$ cat config.mk
export PLATFORM = sky130hd
export DESIGN_NAME = avnq_prep
export DESIGN_NICKNAME = d
export VERILOG_FILES = /design/src/design/avnq_pkg.sv /design/src/design/avnq_prep.sv
export SDC_FILE = /design/constraint.sdc
export NUM_CORES = 2
export LEC_CHECK = 0
export BUFFER_PORTS_ARGS = -buffer_cell sky130_fd_sc_hd__buf_4
export CAP_MARGIN = 15
export CORE_MARGIN = 2
export CORE_UTILIZATION = 55
export DETAILED_ROUTE_END_ITERATION = 6
export PLACE_DENSITY = 0.8
export SKIP_CTS_REPAIR_TIMING = 1
export SLEW_MARGIN = 20
export SYNTH_ARGS = -nofsm -noshare
export SYNTH_HDL_FRONTEND = slang
export SYNTH_SLANG_ARGS = --single-unit
$ cat constraint.sdc
create_clock -name clk -period 17.1 [get_ports clk]
set_input_delay 0 -clock clk [delete_from_list [all_inputs] [get_ports clk]]
set_output_delay 0 -clock clk [all_outputs]
set_load 0.01 [all_outputs]
$ cat src/design/avnq_pkg.sv
`timescale 1ns / 1ps

package avnq_pkg;

	// Sample width of each axis, two's complement
	localparam int SAMPLE_WIDTH = 16;

	// Direction scale and the number of quotient bits that cover it
	localparam int DIR_SCALE = 127;
	localparam int Q_BITS    = 7;

	// Internal widths: magnitude, square, sum of squares, products
	localparam int MAG_W = SAMPLE_WIDTH;
	localparam int M2_W  = 2 * SAMPLE_WIDTH - 1;
	localparam int SUM_W = 2 * SAMPLE_WIDTH;
	localparam int QS_W  = SUM_W + Q_BITS;
	localparam int P_W   = SUM_W + 2 * Q_BITS;

	// Search steps and pipeline latency from accept edge to result edge
	localparam int N_STEPS = Q_BITS;
	localparam int LATENCY = N_STEPS + 4;

	typedef struct packed {
		logic signed [SAMPLE_WIDTH-1:0] accel_x;
		logic signed [SAMPLE_WIDTH-1:0] accel_y;
		logic signed [SAMPLE_WIDTH-1:0] accel_z;
	} sample_t;

	typedef struct packed {
		logic signed [7:0] dir_x;
		logic signed [7:0] dir_y;
		logic signed [7:0] dir_z;
		logic              zero_vector;
	} result_t;

	// Squared axis values after the front end
	typedef struct packed {
		logic [2:0]            neg;
		logic [2:0][M2_W-1:0]  m2;
	} sq_t;

	// One axis of the quotient search: q, q*q*S, q*S and the bound
	typedef struct packed {
		logic              neg;
		logic [Q_BITS-1:0] q;
		logic [P_W-1:0]    p;
		logic [QS_W-1:0]   qs;
		logic [P_W-1:0]    r;
	} lane_t;

	typedef struct packed {
		logic             zero;
		logic [SUM_W-1:0] s;
		lane_t [2:0]      lane;
	} step_t;

endpackage

$ cat src/design/avnq_prep.sv
`timescale 1ns / 1ps

module avnq_prep import avnq_pkg::*; (
	input  logic    clk,
	input  logic    arst_n,
	input  logic    in_vld,
	input  sample_t in_dat,
	output logic    out_vld,
	output sq_t     out_dat
);

	logic [2:0][SAMPLE_WIDTH-1:0] raw;
	logic [2:0][MAG_W-1:0]        mag_s1;
	logic [2:0]                   neg_s1;
	logic                         vld_s1;
	logic [2:0][2*MAG_W-1:0]      sq_full;
	sq_t                          sq_s2;
	logic                         vld_s2;

	assign raw[0] = in_dat.accel_x;
	assign raw[1] = in_dat.accel_y;
	assign raw[2] = in_dat.accel_z;

	// Advance valid bits
	always_ff @(posedge clk or negedge arst_n) begin
		if (!arst_n) begin
			vld_s1 <= 1'b0;
			vld_s2 <= 1'b0;
		end else begin
			vld_s1 <= in_vld;
			vld_s2 <= vld_s1;
		end
	end

	// Stage 1: take magnitude and sign; the most negative value maps to 2^(W-1)
	always_ff @(posedge clk) begin
		for (int i = 0; i < 3; i++) begin
			neg_s1[i] <= raw[i][SAMPLE_WIDTH-1];
			mag_s1[i] <= raw[i][SAMPLE_WIDTH-1] ? (~raw[i] + 1'b1) : raw[i];
		end
	end

	// Stage 2: square each magnitude
	always_comb begin
		for (int i = 0; i < 3; i++) begin
			sq_full[i] = mag_s1[i] * mag_s1[i];
		end
	end

	always_ff @(posedge clk) begin
		sq_s2.neg <= neg_s1;
		for (int i = 0; i < 3; i++) begin
			sq_s2.m2[i] <= sq_full[i][M2_W-1:0];
		end
	end

	assign out_vld = vld_s2;
	assign out_dat = sq_s2;

endmodule

# Yosys cells after proc, flatten, opt, wreduce, memory -nomap -nowiden
# Cells that the tools add are included.
# word_totals
word_cells	25
regBits	149
out_inout_bits	97
input_bits	51
# op_classes
add_sub_neg	3
mul	3
bitwise	3
n_mux	3
# op_table
cell	n
multiplier 16 x 16 -> 31 bit	3
adder 16 x 1 -> 16 bit (second input constant)	3
inverter 16 bit	3
two-way mux 15 bit	3

# Logic depth before layout (Yosys ltp)
# depth
ltp_word	3
mapped_depth	24
ltp_nobuf	22

# Worst setup path before layout
# No wires, ideal clock.
# synth_timing
path_kind	flip-flop to flip-flop
start	register mag_s1[33] (netlist name)
end	register sq_s2, in the netlist out_dat[89]
stages_incl_launch_ff	21
arrival_time_ns	5.705
slack_ns	11.272
t_required_ns	16.977
period_less_slack_ns	5.828
setup_ns	0.123
path_buffers	2
cell_sequence	dfxtp_1 clkbuf_1 clkbuf_1 nand2_1 fa_1 fa_1 inv_1 fa_1 fa_1 fa_1 inv_1 fa_1 inv_1 ha_1 a21o_1 a21o_1 a21o_1 a311o_1 a221oi_2 o21ai_1 xor2_1
# synth_rtl
item	line	rtl
from (decl)	avnq_prep.sv:13	logic [2:0][MAG_W-1:0] mag_s1;
from (signal, indexed assignment)	avnq_prep.sv:39	mag_s1[i] <= raw[i][SAMPLE_WIDTH-1] ? (~raw[i] + 1'b1) : raw[i];
to (decl)	avnq_prep.sv:17	sq_t sq_s2;

==> out/metrics.cfg <==
[status]
status=completed

[place]
place.gp.congestion=0.9601
port_buffers=144
place_ws_ns=10.64
dp_hpwl_mm=48.93

[clock_tree]
cts_tree=built
clockBufferDepth=2
insertion_delay_ns=0.51
clkTransAtPathRegs_ns=0.08
clkSinkCount=146
ctsHtreeMaxLevel=4
root_buffer=clkbuf_16
numCtsBuffers=17

[floorplanning]
die_x_um=219.9
die_h_um=219.9
start_util_pct=55.40
core_mm2=0.04626
dieArea_mm2=0.04834
io_pins=148
fp-row-count=79

[timing]
setup_viol_count_final=0
fin_ws_ns=10.56
relSlewSlack_pct=42.60
slew_viol_final=0
rsz0062_at_grt=false
hold_viol=0
clock_skew_ns=0.01433
fmax_mhz=153.0
period_minus_slack_ns=6.537
worst_slew_pin_slew_ns=0.8598
tns_ns=0
finalCritPeriodShare_pct=38.23

[grt]
grt_use_total_pct=25.98
grt_pass1_wl_mm=97.88
grt_pass1_vias=20210
gr-total-overflow=0
antenna_found_initial=0
grt_max_degree=21

[finish]
syn_to_final_growth_pct=11.32
fin_util_pct=61.67
final_common_cell=inv_1
final_cell_mix=712 x inv_1, 488 x fa_1, 296 x ha_1
nNetsFinal=3756
drive_above_1_share_pct=7.498

[critical_path]
critical_path_class=register to register
endpoint_kind=register
reg2reg_from=mag_s1[45]
reg2reg_depth=20
start_kind=register
r2r_slack_ns=10.56
crit_slowest_cell=dfxtp_1
worst_path_largest_cell_delay_ns=0.80
cp_num_cells=20
critPathBufInv=4
crit_path_max_fanout=16
critPathRequiredTime_ns=17.54
arrival_ns=6.98
path_delay_family=adder cells
reg2reg_to=out_dat[91]
crit_chain=inv_1 > nor2_1 > ha_1 > xor2_1 > fa_1 > inv_1 > fa_1 > fa_1 > fa_1 > inv_1 > fa_1 > inv_1 > ha_1 > a21o_1 > o21bai_1 > a41o_1 > a211oi_2 > o21ai_1 > a221oi_1 > xnor2_1
critPathCapture=out_dat[91]
crit_path_start=mag_s1[45]
crit_top_cell=fa_1

[flow_run]
drv_cap=0

[yosys]
ys_types=83
async_flop_share_pct=1.370
synth_area_per_cell_um2=9.306
synth_seq_area_share_pct=11.44
synth_cells=2754
netlist_area_mm2=0.02563
yosys_register_bits=146
synth_edf_count=0
ys.flop_type=dfxtp_1
synth_warnings=0

[routing]
drtAntennaViolNets=0
viasPerCell=5.405
via_count=19150
drc_errors=0
drt_wl_total_mm=61.19
dr.pass1.iters=6
routedWlPerCell_um=17.28
drt-initial-drc-count=1416

[worst_hold_path]
hold_path.class=input port to register

## sequential cells by signal, indices dropped and copies added (netlist names)
name     flops
mag_s1      48
neg_s1       3
out_dat     93
out_vld      1
vld_s1       1
## area by class of cell
cell class / count / area (um^2)
multi-input combinational: 1819 / 19710
fill: 3721 / 17730
sequential: 146 / 2933
inverter: 716 / 2688
timing repair buffer: 221 / 1852
tap: 607 / 759.5
clock buffer: 17 / 425.4
clock inverter: 15 / 162.7
antenna: 1 / 2.502
## kinds of logic (layout without fill, tap and decap cells)
logic type	count (synthesis)	count (layout)	share of synthesized area (%)
compound gates	293	293	7.924
xor+xnor	145	145	4.955
fa+ha+maj	784	784	52.57
buf+inv	791	969	11.69
flops	146	146	11.44
mux	5	5	0.2099
other cells	1	4	0.01463
simple gates	589	589	11.19
## metal layers
| metal | global-route usage, % | wire length (um) | vias up |
|---|---|---|---|
| li1 | - | - | 8694 |
| met1 | 32.62 | 24230 | 9570 |
| met2 | 44.47 | 30790 | 727 |
| met3 | 4.638 | 3950 | 154 |
| met4 | 10.34 | 2222 | 0 |
| met5 | 0 | 0 | - |
## cells in the mapped netlist, types with 15 or more instances
library cell  count  share of area, %
a21o_1           46               1.3
ha_1            296                14
and2_1          133               3.2
nor2_1           75               1.1
nand2_1         265               3.9
inv_1           712                10
xor2_1           23              0.79
a21oi_1          88               1.7
xnor2_1         122               4.2
clkbuf_1         67              0.98
o21ai_0          34              0.66
fa_1            488                38
nand3_1          16              0.31
nor2b_1          15              0.37
dfxtp_1         144                11
o21ai_1          16              0.31
## how the worst min path moves through the flow
stage	to	cells after the start	slack, ns	from
2_1_floorplan	out_vld	0	-0.30	arst_n
3_3_place_gp	out_vld	1	-0.22	arst_n
3_5_place_dp	out_vld	1	-0.22	arst_n
4_1_cts	vld_s1	1	-0.77	arst_n
5_1_grt	mag_s1[0]	2	0.15	in_dat[32]
6_report	mag_s1[0]	2	0.16	in_dat[32]
## per-stage QoR
| stage | cell area [um^2] | std cells | hold WS (ns) |
|---|---|---|---|
| after floorplan | 25640 | 2756 | -0.2956 |
| after global placement | 27170 | 3432 | -0.2189 |
| after detailed placement | 27170 | 3432 | -0.2154 |
| after CTS | 27760 | 3464 | -0.7738 |
| after global routing | 28530 | 3541 | 0.1450 |
| final | 28530 | 3542 | 0.1616 |
Power is not shown: default switching activity piles up to over one toggle a cycle in this logic, so the estimate is an artifact.
