<file path="src/design/avnq_pkg.sv">
`timescale 1ns / 1ps

package avnq_pkg;

	// Sample width of each axis, two's complement
	localparam int SAMPLE_WIDTH = 16;

	// Direction scale and the number of quotient bits that cover it
	localparam int DIR_SCALE = 127;
	localparam int Q_BITS    = 7;

	// Internal widths: magnitude, square, sum of squares, products
	localparam int MAG_W = SAMPLE_WIDTH;
	localparam int M2_W  = 2 * SAMPLE_WIDTH - 1;
	localparam int SUM_W = 2 * SAMPLE_WIDTH;
	localparam int QS_W  = SUM_W + Q_BITS;
	localparam int P_W   = SUM_W + 2 * Q_BITS;

	// Search steps and pipeline latency from accept edge to result edge
	localparam int N_STEPS = Q_BITS;
	localparam int LATENCY = N_STEPS + 4;

	typedef struct packed {
		logic signed [SAMPLE_WIDTH-1:0] accel_x;
		logic signed [SAMPLE_WIDTH-1:0] accel_y;
		logic signed [SAMPLE_WIDTH-1:0] accel_z;
	} sample_t;

	typedef struct packed {
		logic signed [7:0] dir_x;
		logic signed [7:0] dir_y;
		logic signed [7:0] dir_z;
		logic              zero_vector;
	} result_t;

	// Squared axis values after the front end
	typedef struct packed {
		logic [2:0]            neg;
		logic [2:0][M2_W-1:0]  m2;
	} sq_t;

	// One axis of the quotient search: q, q*q*S, q*S and the bound
	typedef struct packed {
		logic              neg;
		logic [Q_BITS-1:0] q;
		logic [P_W-1:0]    p;
		logic [QS_W-1:0]   qs;
		logic [P_W-1:0]    r;
	} lane_t;

	typedef struct packed {
		logic             zero;
		logic [SUM_W-1:0] s;
		lane_t [2:0]      lane;
	} step_t;

endpackage

</file>
<file path="src/design/avnq_qstep.sv">
`timescale 1ns / 1ps

module avnq_qstep import avnq_pkg::*; #(
	parameter int STEP = 0
) (
	input  logic  clk,
	input  logic  arst_n,
	input  logic  in_vld,
	input  step_t in_dat,
	output logic  out_vld,
	output step_t out_dat
);

	localparam int BIT_POS = Q_BITS - 1 - STEP;

	logic [2:0][P_W-1:0] cand;
	logic [2:0]          take;
	step_t               step_sn;
	logic                vld_sn;

	// Trial bit: (q+b)^2*S = q^2*S + 2b*q*S + b^2*S, all by shifts and adds
	always_comb begin
		for (int i = 0; i < 3; i++) begin
			cand[i] = in_dat.lane[i].p
				+ (P_W'(in_dat.lane[i].qs) << (BIT_POS + 1))
				+ (P_W'(in_dat.s) << (2 * BIT_POS));
			take[i] = (cand[i] <= in_dat.lane[i].r);
		end
	end

	// Advance valid bit
	always_ff @(posedge clk or negedge arst_n) begin
		if (!arst_n) begin
			vld_sn <= 1'b0;
		end else begin
			vld_sn <= in_vld;
		end
	end

	// Keep the trial bit where the product stays within the bound
	always_ff @(posedge clk) begin
		step_sn.zero <= in_dat.zero;
		step_sn.s    <= in_dat.s;
		for (int i = 0; i < 3; i++) begin
			step_sn.lane[i].neg <= in_dat.lane[i].neg;
			step_sn.lane[i].r   <= in_dat.lane[i].r;
			if (take[i]) begin
				step_sn.lane[i].q  <= in_dat.lane[i].q | (Q_BITS'(1) << BIT_POS);
				step_sn.lane[i].p  <= cand[i];
				step_sn.lane[i].qs <= in_dat.lane[i].qs + (QS_W'(in_dat.s) << BIT_POS);
			end else begin
				step_sn.lane[i].q  <= in_dat.lane[i].q;
				step_sn.lane[i].p  <= in_dat.lane[i].p;
				step_sn.lane[i].qs <= in_dat.lane[i].qs;
			end
		end
	end

	assign out_vld = vld_sn;
	assign out_dat = step_sn;

endmodule

</file>
<file path="config.mk">
export PLATFORM = sky130hd
export DESIGN_NAME = avnq_qstep
export DESIGN_NICKNAME = d
export VERILOG_FILES = /design/src/design/avnq_pkg.sv /design/src/design/avnq_qstep.sv
export SDC_FILE = /design/constraint.sdc
export NUM_CORES = 1
export LEC_CHECK = 0
export BUFFER_PORTS_ARGS = -buffer_cell sky130_fd_sc_hd__buf_2
export CORE_AREA = 2 2 357 359
export CTS_CLUSTER_DIAMETER = 120
export DETAILED_ROUTE_END_ITERATION = 12
export DIE_AREA = 0 0 359 361
export SLEW_MARGIN = 30
export SYNTH_ARGS = -nofsm -noshare
export SYNTH_HDL_FRONTEND = slang
export SYNTH_SLANG_ARGS = --single-unit
</file>
<file path="constraint.sdc">
create_clock -name clk -period 0.8 [get_ports clk]
set_input_delay 0.04 -clock clk [delete_from_list [all_inputs] [get_ports clk]]
set_output_delay 0.04 -clock clk [all_outputs]
set_load 0.01 [all_outputs]
</file>
; ---- After elaboration in Yosys (flattened, before gate mapping)
; Index checks and enable logic that the tools add are counted.
[word_totals]
out_inout_bits = 451
elab_cells = 36
input_bits = 453
ff_bits = 451
[classes]
order_cmp = 3
muxes = 3
add_sub_neg = 9
[ops]
columns = operator, n
row1 = $mux W85, 3
row2 = $add A46 B44 Y46, 3
row3 = $add A46 B46 Y46, 3
row4 = $le A46 B46 Y1, 3
row5 = $add A39 B38 Y39, 3

; ---- Depth between registers and ports, before layout
[depth]
word_depth = 4
mapped_depth = 26
ltp_nobuf = 26

; ---- Worst setup path before layout
; Ideal clock, no wire load.
[synth_timing]
path_type = input port to flip-flop
startpoint = input port in_dat[325] in the netlist's numbering
endpoint = register step_sn (netlist bit out_dat[345])
t_arrival_ns = 4.652
setup_ns = 0.070
slack_ns = -3.921
path_stages = 24
required_time_ns = 0.730
path_buffers = 2
cell_sequence = ha_1 -> ha_1 -> inv_1 -> fa_1 -> nor2b_1 -> o31a_1 -> o311ai_2 -> o31a_2 -> o31ai_2 -> a21o_1 -> a21o_1 -> a21oi_1 -> o21ai_0 -> xor2_1 -> ha_1 -> nand4_1 -> or3_1 -> nor2_1 -> nand3_1 -> nand2_1 -> buf_1 -> clkbuf_1 -> nor2_1 -> a21oi_1
[synth_via]
elab_chain_len = 4
elab_cells_between_ends = 5
cone_classes = add/sub: 3 / order compare: 1 / mux: 1
[synth_lines]
columns = element, line_no
row1 = "start, declared", avnq_qstep.sv:9  ; input step_t in_dat,
row2 = $add A46 B46 Y46, avnq_qstep.sv:25  ; + (P_W'(in_dat.lane[i].qs) << (BIT_POS + 1))
row3 = $add A46 B44 Y46, avnq_qstep.sv:26  ; + (P_W'(in_dat.s) << (2 * BIT_POS));
row4 = $le A46 B46 Y1, avnq_qstep.sv:27  ; take[i] = (cand[i] <= in_dat.lane[i].r);
row5 = $mux W85 (*), avnq_qstep.sv:47  ; if (take[i]) begin
row6 = "end, declared", avnq_qstep.sv:18  ; step_t step_sn;
; Mark *: on every way between the ends. The rest lies on a longest branch, timed or not.
; A chain may end at the register's enable or synchronous reset.

; ---- Worst setup path after layout
[layout_timing]
startpoint = input port in_dat[65] in the netlist's numbering
endpoint = register step_sn (netlist bit out_dat[109])
[layout_via]
elab_chain_len = 4
[layout_lines]
columns = element, line_no
row1 = $add A46 B46 Y46, avnq_qstep.sv:25
row2 = $add A46 B44 Y46, avnq_qstep.sv:26
row3 = $le A46 B46 Y1, avnq_qstep.sv:27
row4 = $mux W85, avnq_qstep.sv:47
; Every way passes these cells.

==> results.cfg <==
[power]
swShare_pct = 38.7
power.leakage_nw = 27.1
p_per_area_mw_per_mm2 = 2750
peakVddDrop_v = 0.00190
power_frac_seq_pct = 22.1
p_int_mw = 92.8
p_comb_share_pct = 60.1
netSwitchingPower_mw = 58.5
p_clk_share_pct = 17.8

[hold_path]
hold_depth = 1
worstHoldStart = in_dat[185]
hold_class = in2reg
hold_end = out_dat[185]

[critical_path]
required_ns = 1.34
cp.depth = 27
worstPathArrival_ns = 5.26
crit_fanout = 7
startpoint_type = primary input
critPathMostFrequentCell = buf_4
end_kind = flop
critPathTopFamily = compound AO/OA/AOI/OAI gates
cpMaxStageDelayCell = fa_1
cpPeakStageDelay_ns = 0.59
critical_path_class = in2reg
path_buf_inv = 7

[synth]
synth_edf_count = 0
async_flop_share_pct = 0.222
ys_types = 78
synth_nets = 3787
syn_inst = 2869
ys_seq_elements = 451
seq_area_frac_synth_pct = 33.1
synth.avg_cell_area_um2 = 9.52
synth_flop_cell = dfxtp_1
synth_area_mm2 = 0.0273
yosys_warnings = 0

[clock_network]
numCtsBuffers = 57
cts.reportedPaths.clkPinSlew_ns = 0.06
htreeDepth = 2
max-clock-path-buffers = 3
clock-sinks = 451
root_buffer = clkbuf_16
cts_tree = yes

[route]
avgRoutedWirePerCell_um = 23.3
routed_via_density = 4.63
via_count = 32700
wl_um = 165000
first_pass_iters = 5
final_antenna_net_count = 0
first_iter_violations = 2059
drc_errors = 0

[global_routing]
grt_pass1_vias = 33100
grt_antenna_before_repair = 39
grt_overflow = 0
grt_pass1_wl_um = 226000
grt_start_max_net_pins = 18
grt.total_usage_pct = 23.7

[layout]
final_common_cell = buf_4
stdcell_count = 7067
nFillCells = 11600
stdcell_area_mm2 = 0.0551
drive_gt1_share_pct = 51.6
final_cell_mix = 925 x buf_4, 579 x buf_2, 558 x dlygate4sd3_1
area_growth_pct = 102
seqCellArea_mm2 = 0.00943
multi_input_area_mm2 = 0.0196
num-nets-final = 6272

[sta]
slew_violations = 0
fmax_mhz = 212
post-route-min-period_ns = 4.72
setup_viol = 673
tightestPinTransition_ns = 0.671
holdWs_ns = -0.495
max_slew_margin_pct = 55.2
tns_ns = -966.18
finalWorstSetupSlack_ns = -3.92
rsz0062_at_grt = true
min_period_over_period_pct = 590
hold_viol = 8

[placed_design]
numPortBuffers = 903
dpl.hpwl_um = 122000
placed_area_mm2 = 0.0411
placed_cells = 6277
place.gp.congestion = 0.945

[die]
start_util_pct = 21.8
core-area_mm2 = 0.125
chipHeight_um = 361
fp-row-count = 130
die_area_mm2 = 0.130
ioPinCount = 904
die_x_um = 359

[status]
violations = hold timing, setup timing
status = finished with violations

[job]
maxCapViolations = 0
-- how the worst max path moves through the flow --
stage | from | end
CTS | in_dat[417] | out_dat[355]
global route | in_dat[65] | out_dat[109]
finish | in_dat[65] | out_dat[109]
global placement | in_dat[417] | out_dat[332]
floorplan | in_dat[334] | out_dat[348]
detailed placement | in_dat[417] | out_dat[122]
-- sequential cells by signal (all words and copies together) (netlist names) --
| register | cells |
|---|---|
| out_vld | 1 |
| out_dat | 450 |
-- logic make-up after synthesis --
group / after synthesis / synth area share [%]
compound gates: 792 / 18.7
xor+xnor: 195 / 6.25
fa+ha+maj: 465 / 24.1
buf+inv: 287 / 3.98
flops: 451 / 33.1
mux: 92 / 3.78
simple gates: 587 / 10.1
-- routing by layer --
metal	part of all wire (%)	wire length [um]	track usage [%]
met5	0.079	130	0
met3	7.2	11900	5.46
met2	46	75500	38.8
met4	4.9	8050	9.49
met1	42	69200	30.1
-- final cells by class --
cell class	count	share of cell area, %
clock buffer	73	2.81
multi-input combinational	2131	35.6
timing repair buffer	2496	38.5
clock inverter	32	0.634
tap	1650	3.75
sequential	451	17.1
inverter	217	1.52
antenna	17	0.0772
-- synth_stat cells (all sizes together), types with 5 or more instances --
master | count | area [um2]
and3 | 18 | 113
nor4 | 7 | 43.8
ha | 363 | 4540
o31a | 7 | 62.6
o22ai | 5 | 31.3
mux2 | 90 | 1010
or3 | 10 | 62.6
buf | 13 | 58.8
o21bai | 19 | 143
o31ai | 22 | 180
and4 | 5 | 43.8
a211o | 5 | 43.8
nand2 | 254 | 953
o211ai | 7 | 52.6
xnor2 | 120 | 1050
o221ai | 5 | 50.0
a21o | 212 | 1590
o41ai | 5 | 51.3
or2 | 6 | 37.5
nor2b | 22 | 138
inv | 217 | 815
a211oi | 15 | 113
o2111ai | 6 | 52.6
nor3 | 23 | 115
clkbuf | 57 | 214
dfxtp | 450 | 9010
a221oi | 7 | 86.3
o21ai | 174 | 882
nand4 | 58 | 363
fa | 102 | 2040
a21boi | 7 | 52.6
nand3 | 30 | 150
a21oi | 216 | 1100
nor2 | 105 | 394
o21a | 23 | 173
nand2b | 25 | 156
a31oi | 27 | 169
and2 | 11 | 71.3
xor2 | 75 | 657
-- stage by stage --
step / power (mW) / worst slack, ns / utilization [%]
6_report: 151 / -3.92 / 43.9
5_1_grt: 158 / -4.07 / 43.9
4_1_cts: 144 / -3.77 / 42.3
3_5_place_dp: 93.1 / -4.91 / 32.8
3_3_place_gp: 92.7 / -4.94 / 32.8
2_1_floorplan: 62.9 / -3.62 / -
-- power groups by stage --
| stage | Clock [mW] | Combinational (mW) | Sequential [mW] |
|---|---|---|---|
| final | 26.9 | 90.9 | 33.5 |
| after global routing | 28.4 | 96.1 | 33.8 |
| after CTS | 27.4 | 84.0 | 32.7 |
| after detailed placement | 0 | 61.8 | 31.4 |
| after global placement | 0 | 61.2 | 31.5 |
| after floorplan | 0 | 28.6 | 34.2 |
-- what timing repair did --
action,in CTS,in global routing
setup buffers,69,35
endpoints found under the setup margin,670,670
endpoints found under the hold margin,452,9
gates resized for setup,942,467
hold buffers,557,1
cloned,29,7
pin swaps,137,145
(Power assumes the default switching activity.)
